`src/lsfa_pkg.sv`:
```
// ----------------------------------------------------------------------------
// lsfa_pkg - shared types and constants of the label segment feature averager
// Widths, register indexes, controller command/status bundles.
// ----------------------------------------------------------------------------
package lsfa_pkg;

  localparam int MAX_DIM    = 64;
  localparam int IDX_W      = 6;
  localparam int DIM_W      = 7;
  localparam int COUNT_BITS = 16;
  localparam int SUM_W      = 32;
  localparam int TOTAL_W    = 38;
  localparam int NUM_W      = SUM_W + 16;
  localparam int LABEL_W    = 10;
  localparam int VALUE_W    = 16;
  localparam int ADDR_W     = 3;

  // register index, taken from paddr[2]
  localparam logic REG_NORMALIZE   = 1'b0;
  localparam logic REG_FEATURE_DIM = 1'b1;

  localparam logic [DIM_W-1:0] DIM_RESET = DIM_W'(MAX_DIM);

  typedef struct packed {
    logic latch_in;
    logic clr_all;
    logic emit_init;
    logic rd_emit;
    logic div_start;
    logic out_load;
    logic start_seg;
    logic cont_frame;
    logic rd_acc;
    logic acc_wr;
  } lsfa_cmd_t;

  typedef struct packed {
    logic is_flush;
    logic label_held;
    logic frame_start;
    logic label_match;
    logic div_busy;
    logic out_free;
    logic emit_last;
  } lsfa_status_t;

  // 0 acts as 1, anything above MAX_DIM acts as MAX_DIM
  function automatic logic [DIM_W-1:0] eff_dim(input logic [DIM_W-1:0] d);
    logic [DIM_W-1:0] r;
    r = d;
    if (d == '0) r = DIM_W'(1);
    else if (d > DIM_W'(MAX_DIM)) r = DIM_W'(MAX_DIM);
    return r;
  endfunction

endpackage

```
`src/lsfa_ctrl.sv`:
```
// ----------------------------------------------------------------------------
// lsfa_ctrl - sequencing state machine
// Steps each input transaction through emit, segment start, accumulate or clear.
// ----------------------------------------------------------------------------
module lsfa_ctrl import lsfa_pkg::*; (
  input  logic         clk,
  input  logic         rst,
  input  logic         in_valid,
  output logic         in_stall,
  input  lsfa_status_t status,
  output lsfa_cmd_t    cmd
);

  typedef enum logic [9:0] {
    ST_IDLE   = 10'b00_0000_0001,
    ST_DECIDE = 10'b00_0000_0010,
    ST_EM_RD  = 10'b00_0000_0100,
    ST_EM_DS  = 10'b00_0000_1000,
    ST_EM_DW  = 10'b00_0001_0000,
    ST_EM_OUT = 10'b00_0010_0000,
    ST_NEWSEG = 10'b00_0100_0000,
    ST_CLEAR  = 10'b00_1000_0000,
    ST_ACC_RD = 10'b01_0000_0000,
    ST_ACC_WR = 10'b10_0000_0000
  } state_t;

  state_t state, state_next;

  assign in_stall = (state != ST_IDLE);

  always_ff @(posedge clk) begin
    if (rst) state <= ST_IDLE;
    else     state <= state_next;
  end

  always_comb begin
    state_next = state;
    cmd        = '0;
    case (state)
      ST_IDLE: begin
        if (in_valid) begin
          cmd.latch_in = 1'b1;
          state_next   = ST_DECIDE;
        end
      end
      ST_DECIDE: begin
        if (status.is_flush) begin
          if (status.label_held) begin
            cmd.emit_init = 1'b1;
            state_next    = ST_EM_RD;
          end else begin
            state_next = ST_CLEAR;
          end
        end else if (status.frame_start) begin
          if (status.label_held && status.label_match) begin
            cmd.cont_frame = 1'b1;
            state_next     = ST_ACC_RD;
          end else if (status.label_held) begin
            cmd.emit_init = 1'b1;
            state_next    = ST_EM_RD;
          end else begin
            state_next = ST_NEWSEG;
          end
        end else begin
          state_next = ST_ACC_RD;
        end
      end
      ST_EM_RD: begin
        cmd.rd_emit = 1'b1;
        state_next  = ST_EM_DS;
      end
      ST_EM_DS: begin
        cmd.div_start = 1'b1;
        state_next    = ST_EM_DW;
      end
      ST_EM_DW: begin
        if (!status.div_busy) state_next = ST_EM_OUT;
      end
      ST_EM_OUT: begin
        if (status.out_free) begin
          cmd.out_load = 1'b1;
          if (!status.emit_last)    state_next = ST_EM_RD;
          else if (status.is_flush) state_next = ST_CLEAR;
          else                      state_next = ST_NEWSEG;
        end
      end
      ST_NEWSEG: begin
        cmd.start_seg = 1'b1;
        state_next    = ST_ACC_RD;
      end
      ST_CLEAR: begin
        cmd.clr_all = 1'b1;
        state_next  = ST_IDLE;
      end
      ST_ACC_RD: begin
        cmd.rd_acc = 1'b1;
        state_next = ST_ACC_WR;
      end
      ST_ACC_WR: begin
        cmd.acc_wr = 1'b1;
        state_next = ST_IDLE;
      end
      default: state_next = ST_IDLE;
    endcase
  end

endmodule

```
`src/lsfa_dp.sv`:
```
// ----------------------------------------------------------------------------
// lsfa_dp - datapath
// Sum memory, segment registers, bit-serial divider and output register.
// ----------------------------------------------------------------------------
module lsfa_dp import lsfa_pkg::*; (
  input  logic                      clk,
  input  logic                      rst,
  input  lsfa_cmd_t                 cmd,
  output lsfa_status_t              status,
  input  logic                      normalize_mode,
  input  logic [DIM_W-1:0]          feature_dim,
  input  logic                      func,
  input  logic [LABEL_W-1:0]        frame_label,
  input  logic signed [VALUE_W-1:0] feature_value,
  output logic                      out_valid,
  input  logic                      out_stall,
  output logic [LABEL_W-1:0]        segment_label,
  output logic [IDX_W-1:0]          element_index,
  output logic signed [SUM_W-1:0]   mean_value,
  output logic [COUNT_BITS-1:0]     segment_frames,
  output logic                      zero_total,
  output logic                      last_element
);

  // latched transaction
  logic                      lat_func;
  logic [LABEL_W-1:0]        lat_label;
  logic signed [VALUE_W-1:0] lat_value;

  // segment state
  logic [SUM_W-1:0]      sums_mem [MAX_DIM];
  logic [MAX_DIM-1:0]    vld;
  logic [TOTAL_W-1:0]    total;
  logic [COUNT_BITS-1:0] count;
  logic [LABEL_W-1:0]    held_label;
  logic                  label_held;
  logic [IDX_W-1:0]      pos;
  logic                  starting;
  logic [IDX_W-1:0]      emit_idx;

  logic [SUM_W-1:0] rd_data;
  logic             rd_vld;
  logic [SUM_W-1:0] sum_rd;

  logic [DIM_W-1:0] dim;
  logic [IDX_W-1:0] pos_eff;
  logic [DIM_W-1:0] pos_inc;
  logic [IDX_W-1:0] rd_addr;

  // divider
  logic [NUM_W-1:0]   dv_quo;
  logic [TOTAL_W-1:0] dv_rem;
  logic [TOTAL_W-1:0] dv_den;
  logic               dv_neg;
  logic               dv_zero;
  logic [5:0]         dv_cnt;
  logic               dv_busy;

  logic [TOTAL_W:0]   rem_sh;
  logic [TOTAL_W+1:0] diff;
  logic               ge;

  logic [NUM_W-1:0]   num;
  logic [NUM_W-1:0]   num_mag;
  logic [TOTAL_W-1:0] den;
  logic [TOTAL_W-1:0] den_mag;

  logic [SUM_W:0]     sum33;
  logic [SUM_W-1:0]   new_sum;
  logic [TOTAL_W:0]   tot39;
  logic [TOTAL_W-1:0] new_total;
  logic [SUM_W-1:0]   q;

  assign dim     = eff_dim(feature_dim);
  assign pos_eff = ({1'b0, pos} >= dim) ? '0 : pos;
  assign pos_inc = {1'b0, pos_eff} + DIM_W'(1);
  assign rd_addr = cmd.rd_emit ? emit_idx : pos_eff;
  assign sum_rd  = rd_vld ? rd_data : '0;

  assign status.is_flush    = lat_func;
  assign status.label_held  = label_held;
  assign status.frame_start = (pos_eff == '0);
  assign status.label_match = (lat_label == held_label);
  assign status.div_busy    = dv_busy;
  assign status.out_free    = !out_valid || !out_stall;
  assign status.emit_last   = (({1'b0, emit_idx} + DIM_W'(1)) == dim);

  always_ff @(posedge clk) begin
    if (cmd.latch_in) begin
      lat_func  <= func;
      lat_label <= frame_label;
      lat_value <= feature_value;
    end
  end

  // sum memory, registered read
  always_ff @(posedge clk) begin
    if (cmd.rd_emit || cmd.rd_acc) begin
      rd_data <= sums_mem[rd_addr];
      rd_vld  <= vld[rd_addr];
    end
    if (cmd.acc_wr) sums_mem[pos_eff] <= new_sum;
  end

  // saturating accumulate
  always_comb begin
    sum33 = {sum_rd[SUM_W-1], sum_rd} + {{(SUM_W-VALUE_W+1){lat_value[VALUE_W-1]}}, lat_value};
    if (starting) new_sum = {{(SUM_W-VALUE_W){lat_value[VALUE_W-1]}}, lat_value};
    else if (sum33[SUM_W] != sum33[SUM_W-1])
      new_sum = sum33[SUM_W] ? {1'b1, {(SUM_W-1){1'b0}}} : {1'b0, {(SUM_W-1){1'b1}}};
    else new_sum = sum33[SUM_W-1:0];

    tot39 = {total[TOTAL_W-1], total}
          + {{(TOTAL_W-VALUE_W+1){lat_value[VALUE_W-1]}}, lat_value};
    if (tot39[TOTAL_W] != tot39[TOTAL_W-1])
      new_total = tot39[TOTAL_W] ? {1'b1, {(TOTAL_W-1){1'b0}}} : {1'b0, {(TOTAL_W-1){1'b1}}};
    else new_total = tot39[TOTAL_W-1:0];
  end

  always_ff @(posedge clk) begin
    if (rst || cmd.clr_all) begin
      vld        <= '0;
      total      <= '0;
      count      <= '0;
      held_label <= '0;
      label_held <= 1'b0;
      pos        <= '0;
      starting   <= 1'b0;
      emit_idx   <= '0;
    end else begin
      if (cmd.emit_init) emit_idx <= '0;
      if (cmd.out_load) begin
        emit_idx      <= emit_idx + IDX_W'(1);
        vld[emit_idx] <= 1'b0;
      end
      if (cmd.cont_frame) begin
        if (count != '1) count <= count + COUNT_BITS'(1);
        starting <= 1'b0;
      end
      if (cmd.start_seg) begin
        held_label <= lat_label;
        label_held <= 1'b1;
        count      <= COUNT_BITS'(1);
        total      <= '0;
        starting   <= 1'b1;
      end
      if (cmd.acc_wr) begin
        vld[pos_eff] <= 1'b1;
        total        <= new_total;
        pos          <= (pos_inc >= dim) ? '0 : pos_inc[IDX_W-1:0];
      end
    end
  end

  // operand magnitudes
  always_comb begin
    num     = {sum_rd, 16'b0};
    num_mag = sum_rd[SUM_W-1] ? (~num + NUM_W'(1)) : num;
    den     = normalize_mode ? total : {{(TOTAL_W-COUNT_BITS){1'b0}}, count};
    den_mag = (normalize_mode && den[TOTAL_W-1]) ? (~den + TOTAL_W'(1)) : den;
  end

  // restoring divider, one quotient bit a cycle
  assign rem_sh = {dv_rem, dv_quo[NUM_W-1]};
  assign diff   = {1'b0, rem_sh} - {2'b0, dv_den};
  assign ge     = !diff[TOTAL_W+1];

  always_ff @(posedge clk) begin
    if (rst) begin
      dv_busy <= 1'b0;
    end else if (cmd.div_start) begin
      dv_busy <= 1'b1;
    end else if (dv_busy && dv_cnt == 6'(NUM_W-1)) begin
      dv_busy <= 1'b0;
    end
  end

  always_ff @(posedge clk) begin
    if (cmd.div_start) begin
      dv_quo  <= num_mag;
      dv_rem  <= '0;
      dv_den  <= den_mag;
      dv_neg  <= sum_rd[SUM_W-1] ^ (normalize_mode & den[TOTAL_W-1]);
      dv_zero <= (den == '0);
      dv_cnt  <= '0;
    end else if (dv_busy) begin
      dv_rem <= ge ? diff[TOTAL_W-1:0] : rem_sh[TOTAL_W-1:0];
      dv_quo <= {dv_quo[NUM_W-2:0], ge};
      dv_cnt <= dv_cnt + 6'd1;
    end
  end

  // sign and saturation of the quotient
  always_comb begin
    if (dv_zero) q = '0;
    else if (!dv_neg)
      q = (|dv_quo[NUM_W-1:SUM_W-1]) ? {1'b0, {(SUM_W-1){1'b1}}} : dv_quo[SUM_W-1:0];
    else if ((|dv_quo[NUM_W-1:SUM_W]) || (dv_quo[SUM_W-1] && |dv_quo[SUM_W-2:0]))
      q = {1'b1, {(SUM_W-1){1'b0}}};
    else q = ~dv_quo[SUM_W-1:0] + SUM_W'(1);
  end

  // output register
  always_ff @(posedge clk) begin
    if (rst) out_valid <= 1'b0;
    else if (cmd.out_load) out_valid <= 1'b1;
    else if (!out_stall) out_valid <= 1'b0;
  end

  always_ff @(posedge clk) begin
    if (cmd.out_load) begin
      segment_label  <= held_label;
      element_index  <= emit_idx;
      mean_value     <= q;
      segment_frames <= count;
      zero_total     <= dv_zero & normalize_mode;
      last_element   <= status.emit_last;
    end
  end

endmodule

```
`src/label_segment_feature_averager.sv`:
```
// ----------------------------------------------------------------------------
// label_segment_feature_averager - per-segment feature mean / normalisation
// Sums frames sharing a label and emits one result per element on a label
// change or end-of-utterance flush.
// ----------------------------------------------------------------------------
//  channel | handshake            | payload
//  --------+----------------------+---------------------------------------------
//  config  | psel/penable/pwrite  | paddr, pwdata, prdata (pready tied high)
//  input   | in_valid / in_stall  | func, frame_label, feature_value
//  output  | out_valid / out_stall| segment_label, element_index, mean_value,
//          |                      | segment_frames, zero_total, last_element
//
// An element that opens no emission passes through accept, decide, memory
// read and write back. Each emitted element adds memory read, divider load,
// 48 iterations of the 1-bit restoring divider and a completion step, then
// output load. A new segment adds a segment start step. A flush takes
// accept, decide and a clearing step besides any emission.
// Reset (rst, synchronous) clears all segment state at once via valid bits.
// Output stall holds the sequencer at the output load; in_stall is high
// whenever a transaction is in progress.
module label_segment_feature_averager import lsfa_pkg::*; (
  input  logic                      clk,
  input  logic                      rst,
  input  logic                      psel,
  input  logic                      penable,
  input  logic                      pwrite,
  input  logic [ADDR_W-1:0]         paddr,
  input  logic [31:0]               pwdata,
  output logic [31:0]               prdata,
  output logic                      pready,
  input  logic                      in_valid,
  output logic                      in_stall,
  input  logic                      func,
  input  logic [LABEL_W-1:0]        frame_label,
  input  logic signed [VALUE_W-1:0] feature_value,
  output logic                      out_valid,
  input  logic                      out_stall,
  output logic [LABEL_W-1:0]        segment_label,
  output logic [IDX_W-1:0]          element_index,
  output logic signed [SUM_W-1:0]   mean_value,
  output logic [COUNT_BITS-1:0]     segment_frames,
  output logic                      zero_total,
  output logic                      last_element
);

  logic             normalize_mode;
  logic [DIM_W-1:0] feature_dim;
  logic             cfg_wr;

  lsfa_cmd_t    cmd;
  lsfa_status_t status;

  // configuration registers
  assign pready = 1'b1;
  assign cfg_wr = psel && penable && pwrite;

  always_ff @(posedge clk) begin
    if (rst) begin
      normalize_mode <= 1'b0;
      feature_dim    <= DIM_RESET;
    end else if (cfg_wr) begin
      case (paddr[2])
        REG_NORMALIZE:   normalize_mode <= pwdata[0];
        REG_FEATURE_DIM: feature_dim    <= pwdata[DIM_W-1:0];
        default: ;
      endcase
    end
  end

  always_comb begin
    case (paddr[2])
      REG_NORMALIZE:   prdata = {31'b0, normalize_mode};
      REG_FEATURE_DIM: prdata = {{(32-DIM_W){1'b0}}, feature_dim};
      default:         prdata = '0;
    endcase
  end

  lsfa_ctrl u_ctrl (
    .clk      (clk),
    .rst      (rst),
    .in_valid (in_valid),
    .in_stall (in_stall),
    .status   (status),
    .cmd      (cmd)
  );

  lsfa_dp u_dp (
    .clk            (clk),
    .rst            (rst),
    .cmd            (cmd),
    .status         (status),
    .normalize_mode (normalize_mode),
    .feature_dim    (feature_dim),
    .func           (func),
    .frame_label    (frame_label),
    .feature_value  (feature_value),
    .out_valid      (out_valid),
    .out_stall      (out_stall),
    .segment_label  (segment_label),
    .element_index  (element_index),
    .mean_value     (mean_value),
    .segment_frames (segment_frames),
    .zero_total     (zero_total),
    .last_element   (last_element)
  );

`ifndef SYNTHESIS
  // an accepted transaction keeps the input closed on the next cycle
  a_busy_after_accept: assert property (@(posedge clk) disable iff (rst)
    (in_valid && !in_stall) |=> in_stall)
    else $error("input open right after a transaction was accepted");

  // a zero divisor always yields a zero value
  a_zero_total_value: assert property (@(posedge clk) disable iff (rst)
    (out_valid && zero_total) |-> (mean_value == '0))
    else $error("zero_total set with non-zero mean_value");

  // final element of a segment sits at the last position of the vector
  a_last_index: assert property (@(posedge clk) disable iff (rst)
    (out_valid && last_element) |->
      ({1'b0, element_index} + DIM_W'(1) == eff_dim(feature_dim)))
    else $error("last_element at wrong element_index");
`endif

endmodule
```
`config.mk`:
```
export PLATFORM = sky130hd
export DESIGN_NAME = label_segment_feature_averager
export DESIGN_NICKNAME = d
export VERILOG_FILES = /design/src/lsfa_pkg.sv /design/src/lsfa_ctrl.sv /design/src/lsfa_dp.sv /design/src/label_segment_feature_averager.sv
export SDC_FILE = /design/constraint.sdc
export NUM_CORES = 2
export LEC_CHECK = 0
export ABC_AREA = 1
export BUFFER_PORTS_ARGS = -buffer_cell sky130_fd_sc_hd__buf_2
export CELL_PAD_IN_SITES_DETAIL_PLACEMENT = 0
export CELL_PAD_IN_SITES_GLOBAL_PLACEMENT = 2
export CORE_UTILIZATION = 41
export DETAILED_ROUTE_END_ITERATION = 10
export PLACE_DENSITY_LB_ADDON = 0.12
export SYNTH_ARGS = -nofsm -noshare
export SYNTH_HDL_FRONTEND = slang
export SYNTH_SLANG_ARGS = --single-unit
```
`constraint.sdc`:
```
create_clock -name clk -period 6.45 [get_ports clk]
set_input_delay 0.9675 -clock clk [delete_from_list [all_inputs] [get_ports clk]]
set_output_delay 0.9675 -clock clk [all_outputs]
set_load 0.01 [all_outputs]
```
# After elaboration in Yosys (flattened, before gate mapping)
# Memories as Yosys holds them, arrays and structs flattened. A register that Yosys moved wholly into a read port is not among the register bits.
# Cells that the tools add are included.
[word_totals] regBits=388 ram_bits=2048 input_bits=69 word_cells=189 mem_count=1
[op_classes] addsub=11 order_cmp=8 eq_ne=21 mux=75 bitwise=10 reduce_logical=33
[memory_table] name="u_dp.sums_mem" words=64 word_bits=32 rd=1 rd_ports_with_merged_regs=1 wr=1 line_no="lsfa_dp.sv:31" source="logic [SUM_W-1:0] sums_mem [MAX_DIM];"
[op_table] cell="$mux 38" count=7
[op_table] cell="$mux 32" count=7
[op_table] cell="$mux 64" count=3
[op_table] cell="$mux 48" count=3
[op_table] cell="$pmux 10 s8" count=1
[op_table] cell="$and 64x64->64" count=1
[op_table] cell="$not 64->64" count=1
[op_table] cell="$or 64x64->64" count=1
[op_table] cell="$pmux 32 s2" count=1
[op_table] cell="$mux 10" count=6
[op_table] cell="$add 48x1->48 const B" count=1
[op_table] cell="$not 48->48" count=1
[op_table] cell="$sub 39x38->40" count=1
[op_table] cell="$add 38x16->39" count=1
[op_table] cell="$add 38x1->38 const B" count=1
[op_table] cell="$logic_not 38->1" count=1
[op_table] cell="$not 38->38" count=1
[op_table] cell="$add 32x16->33" count=1
[op_table] cell="$mux 1" count=33
[op_table] cell="$add 32x1->32 const B" count=1
[op_table] cell="$not 32->32" count=1
[op_table] cell="$reduce_or 31->1" count=1
[op_table] cell="$mux 6" count=5
[op_table] cell="$mux 8" count=3
[op_table] cell="other kinds (43)" count=75

# Depth between registers and ports, before layout
[logic_depth] depth_word=11 mapped_depth=27

# Cells and area by module
# A second synthesis with hierarchy kept.
[unflattened] hier_cells=12639 hier_area_um2=117272.5
[by_module_without_submodules] mod="lsfa_dp" instances=1 cells_each=12428 area_each_um2=115967.5 seq_area_each_um2=71688.8
[by_module_without_submodules] mod="lsfa_ctrl" instances=1 cells_each=115 area_each_um2=686.9 seq_area_each_um2=200.2
[by_module_without_submodules] mod="label_segment_feature_averager" instances=1 cells_each=96 area_each_um2=618.1 seq_area_each_um2=160.2

# Worst setup path after synthesis
# OpenSTA, ideal clock, no wires.
[synth_timing] path_kind="register to register" startpoint="reg u_dp.rd_vld" endpoint="mem u_dp.sums_mem[0][31], data pin" arrival_ns=4.932 required_time_ns=5.748 path_slack_ns=0.816 path_stages_with_launch=15 cell_sequence="edfxtp_1 > buf_2 > buf_1 > nand2_1 > clkinv_1 > clkbuf_1 > ha_1 > inv_1 > nor3_1 > nand2_1 > nor4_1 > nand2_1 > nand2_1 > xor2_1 > o21ai_0"
[synth_via] elab_chain_cells=5
[synth_rtl] item="from (decl)" line_no="lsfa_dp.sv:42" source="logic rd_vld;"
[synth_rtl] item="from (signal assigned)" line_no="lsfa_dp.sv:100" source="rd_vld <= vld[rd_addr];"
[synth_rtl] item="$mux 32 *" line_no="lsfa_dp.sv:78" source="assign sum_rd = rd_vld ? rd_data : '0;"
[synth_rtl] item="$add 32x16->33 *" line_no="lsfa_dp.sv:107" source="sum33 = {sum_rd[SUM_W-1], sum_rd} + {{(SUM_W-VALUE_W+1){lat_value[VALUE_W-1]}}, lat_value};"
[synth_rtl] item="$mux 32 or $ne 1x1->1 (tied branches)" line_no="lsfa_dp.sv:110, lsfa_dp.sv:109"
[synth_rtl] item="$mux 32 *" line_no="lsfa_dp.sv:109" source="else if (sum33[SUM_W] != sum33[SUM_W-1])"
[synth_rtl] item="$mux 32 *" line_no="lsfa_dp.sv:108" source="if (starting) new_sum = {{(SUM_W-VALUE_W){lat_value[VALUE_W-1]}}, lat_value};"
[synth_rtl] item="named net u_dp.new_sum[31]" line_no="lsfa_dp.sv:69" source="logic [SUM_W-1:0] new_sum;"
[synth_rtl] item="to (decl)" line_no="lsfa_dp.sv:31"
# Mark *: on every way through the listed nets, which the timed path passes. The rest lies on a longest branch.

# Final worst setup path
[layout_timing] startpoint="reg feature_dim[6]" endpoint="reg u_dp.rd_data[0], read port of u_dp.sums_mem, data pin"
[layout_via] elab_chain_cells=6
[layout_rtl] item="from (decl)" line_no="label_segment_feature_averager.sv:47" source="logic [DIM_W-1:0] feature_dim;"
[layout_rtl] item="from (signal assigned)" line_no="label_segment_feature_averager.sv:64" source="REG_FEATURE_DIM: feature_dim <= pwdata[DIM_W-1:0];"
[layout_rtl] item="$gt 7x7->1" line_no="lsfa_pkg.sv:52" source="else if (d > DIM_W'(MAX_DIM)) r = DIM_W'(MAX_DIM);"
[layout_rtl] item="$mux 7" line_no="lsfa_pkg.sv:52"
[layout_rtl] item="$mux 7 *" line_no="lsfa_pkg.sv:51" source="if (d == '0) r = DIM_W'(1);"
[layout_rtl] item="$ge 6x7->1 *" line_no="lsfa_dp.sv:75" source="assign pos_eff = ({1'b0, pos} >= dim) ? '0 : pos;"
[layout_rtl] item="$mux 6 *" line_no="lsfa_dp.sv:75"
[layout_rtl] item="$mux 6 *" line_no="lsfa_dp.sv:77" source="assign rd_addr = cmd.rd_emit ? emit_idx : pos_eff;"
[layout_rtl] item="to (decl)" line_no="lsfa_dp.sv:41" source="logic [SUM_W-1:0] rd_data;"
# Mark *: on every way between the ends. The rest lies on a longest branch, timed or not.
# A chain may end at the register's enable or synchronous reset.

==> summary.md <==
| Metric | Value |
|---|---|
| Mux cell area share after synthesis | 0.0000853 |
| Clock skew | 0.0678 ns |
| Drt wl/cell | 24.7 µm |
| 1st-iter DRT viols | 8507 |
| Syn_area_per_cell | 9.50 µm² |
| Routability Congestion | 0.849 |
| Die X | 537 µm |
| CTS tree | done |
| Yosys top cell area share | 0.579 |
| Largest area contributor in the netlist | edfxtp_1 |
| Top cell family by delay on the critical path | simple AND/OR/NAND/NOR gates |
| Crit end category | flop |
| Via/cell ratio | 5.32 |
| Post-synthesis compound-gate area fraction | 0.0346 |
| Routed Antenna Nets | 0 |
| Synth cell count leaders | nand2_1 (2607), nand3_1 (2417), edfxtp_1 (2262) |
| Proportion of layout cells with a drive suffix above 1 | 0.0725 |
| Reg-to-reg slack, setup | 0.89 ns |
| Clock sinks | 2468 |
| Number of synthesized register bits | 2468 |
| Crit-path max cell delay | 0.54 ns |
| Fmax | 0.180 GHz |
| Fin. Hold Viols | 0 |
| Largest net degree at the start of global routing | 157 |
| WP data arrival | 6.17 ns |
| I/O Buffers | 116 |
| Synth async-reset ratio | 0 |
| Crit path launch type | flop |
| Worst slew margin | 0.190 |
| GRT overflow | 0 |
| Synth area leaders | edfxtp_1 (58%), nand3_1 (10%), nand2_1 (8.3%), inv_1 (6.9%), dfxtp_1 (3.5%) |
| Top-Level Pins | 170 |
| Postcts setup bufs | 0 |
| Crit-path max FO | 59 |
| WP data required | 7.07 ns |
| Synthesized area | 117000 µm² |
| Netlist cell types | 54 |
| Post-synthesis xor/xnor area fraction | 0.0107 |
| EDFF count, synth | 2262 |
| Setup TNS after final layout | 0 ns |
| HPWL Detailed | 235 mm |
| Max VDD drop | 0.323 mV |
| Filler cells | 26800 |
| H-tree depth | 5 |
| Placed cells | 15900 |
| Die H | 537 µm |
| Final non-filler cell total | 16400 |
| Initial antenna violation count | 13 |
| LEAKAGE | 54.6 nW |
| Clk Latency, worst-skew pair | 0.93 ns |
| Crit-path cells | nor2_1 -> o21ai_0 -> inv_1 -> ha_1 -> inv_1 -> nand2_1 -> nand2_1 -> nand2_1 -> nand2_1 -> nand3_1 -> nand2_4 -> nand2_8 -> buf_12 -> nand2_1 -> nand3_1 -> nand3_1 -> nand3_1 -> nand3_1 -> nand3_1 -> nand2_1 |
| CTS root buffer | clkbuf_16 |
| Critical path buffers and inverters | 3 |
| Total length of routed wires | 406 mm |
| Max cap viols | 0 |
| Fin util | 0.466 |
| Clk pin slew, worst setup/hold paths | 0.06 ns |
| Post-CTS Resized | 0 |
| CTS max path bufs | 4 |
| Drc violations | 0 |
| Final Total Pwr | 41.1 mW |
| Most numerous cell in the Yosys netlist | nand2_1 |
| Vias in the first global route | 83200 |
| GR Util All Layers | 0.277 |
| Simple-gate area share of the yosys netlist | 0.233 |
| Setup-failing EPs final | 0 |
| Post-Syn Instances | 12400 |
| Starting Density | 0.412 |
| Total CTS buffers | 287 |
| Die Area | 288000 µm² |
| Final net count | 12600 |
| Most used DFF post-synth | edfxtp_1 |
| Row cnt | 196 |
| First-pass GRT wire length | 583 mm |
| CP max stage cell | dfxtp_1 |
| Final period utilization | 0.862 |
| Synth-to-Final Area Change | 13.0% |
| Outcome | finished, final reports clean |
| Largest family of logic cells by synthesized area | simple AND/OR/NAND/NOR gates |
| Sequential element share of the synthesized area | 0.614 |
| Max Slew Vio Count | 0 |
| Least-Margin Pin Slew | 1.21 ns |
| Via count | 87400 |
| Hold_buf cts | 0 |
| Crit path kind | reg -> reg |
| RSZ-0062 raised after global routing | false |
| Ys Warns | 0 |
| Power per cell area | 310 nW/µm² |
| TritonRoute pass-1 iters | 6 |
| Post-Synth Adder-Cell Area | 0.0144 |
| Core ar. | 285000 µm² |
| Min cycle time layout | 5.56 ns |
| Hold Crit Class | in -> reg |
[cells by family (layout without fill, tap and decap cells)]
| kind of cell | after synthesis | after routing |
|---|---|---|
| AND/OR/NAND/NOR | 6044 | 6044 |
| other | 2 | 33 |
| AO/OA/AOI/OAI | 753 | 753 |
| XOR/XNOR | 143 | 143 |
| buffers and inverters | 2816 | 3080 |
| adder cells (fa/ha/maj) | 133 | 133 |
| flip-flops | 2468 | 2468 |
| multiplexers | 1 | 1 |
[placed cells by master (no fill, tap or decap), types with 130 or more instances in the layout]
cell / instances
inv_1: 2169
clkbuf_16: 291
edfxtp_1: 2262
a21oi_1: 345
nand3b_1: 342
o21ai_0: 279
nor2_1: 439
dfxtp_1: 206
buf_4: 200
nand2_1: 2587
ha_1: 130
nand3_1: 2414
[metrics by stage]
step | setup slack (ns) | hold slack (ns) | cell area [µm²]
after detailed placement | 1.01 | 0.420 | 124000
after CTS | 0.982 | 0.173 | 133000
after global routing | 0.575 | 0.206 | 133000
after global placement | 0.991 | 0.421 | 124000
after floorplan | 0.816 | 0.406 | 117000
final | 0.893 | 0.242 | 133000
[sequential cells by signal (all words and copies together), names as in the netlist, 7 cells and up]
register / flops
feature_dim: 7
u_ctrl.state: 10
u_dp.count: 16
u_dp.dv_den: 38
u_dp.dv_quo: 48
u_dp.dv_rem: 38
u_dp.held_label: 10
u_dp.lat_label: 10
u_dp.lat_value: 16
u_dp.mean_value: 32
u_dp.rd_data: 32
u_dp.segment_frames: 16
u_dp.segment_label: 10
u_dp.sums_mem: 2048
u_dp.total: 38
u_dp.vld: 64
[per-layer routing]
metal / GRT usage / vias up / wire (µm)
met1: 0.390 / 42900 / 180000
met2: 0.446 / 2897 / 186000
met3: 0.0394 / 565 / 27500
met4: 0.0790 / 2 / 12000
li1: - / 41100 / -
met5: 0 / - / 11
[final timing paths]
path	to	cells after the start	startpoint
max reg2reg	u_dp.rd_data[0]$_DFFE_PP_	20	feature_dim[6]$_SDFFE_PP1P_
min	u_dp.lat_label[6]$_DFFE_PP_	1	frame_label[6]
min reg2reg	u_dp.segment_frames[2]$_DFFE_PP_	0	u_dp.count[2]$_SDFFE_PP0P_
max	u_dp.rd_data[0]$_DFFE_PP_	20	feature_dim[6]$_SDFFE_PP1P_
[power by group]
group          internal (mW)  leakage [nW]  total [mW]  switching, mW
Clock                   9.16          4.41        15.9           6.77
Sequential              20.0          22.0        20.1          0.124
Combinational          0.788          28.2        5.06           4.27
[final cells by class]
class	instances	area, µm²	area share
well taps	3762	4710	0.0355
flip-flops and latches	2468	72000	0.543
multi-input cells	7100	35200	0.266
diodes	7	17.5	0.000132
clock inverters	155	1460	0.0110
repair buffers	381	3380	0.0255
inverters	2181	8200	0.0618
clock buffers	363	7600	0.0573
[worst register-to-register path: cells and delay by family (launching register included)]
| family | cells | cell delay [ns] |
|---|---|---|
| buf+inv | 3 | 0.76 |
| flops | 1 | 0.54 |
| fa+ha+maj | 1 | 0.31 |
| simple gates | 15 | 3.13 |
| compound gates | 1 | 0.54 |
No activity file was read; power rests on OpenSTA's default activity.
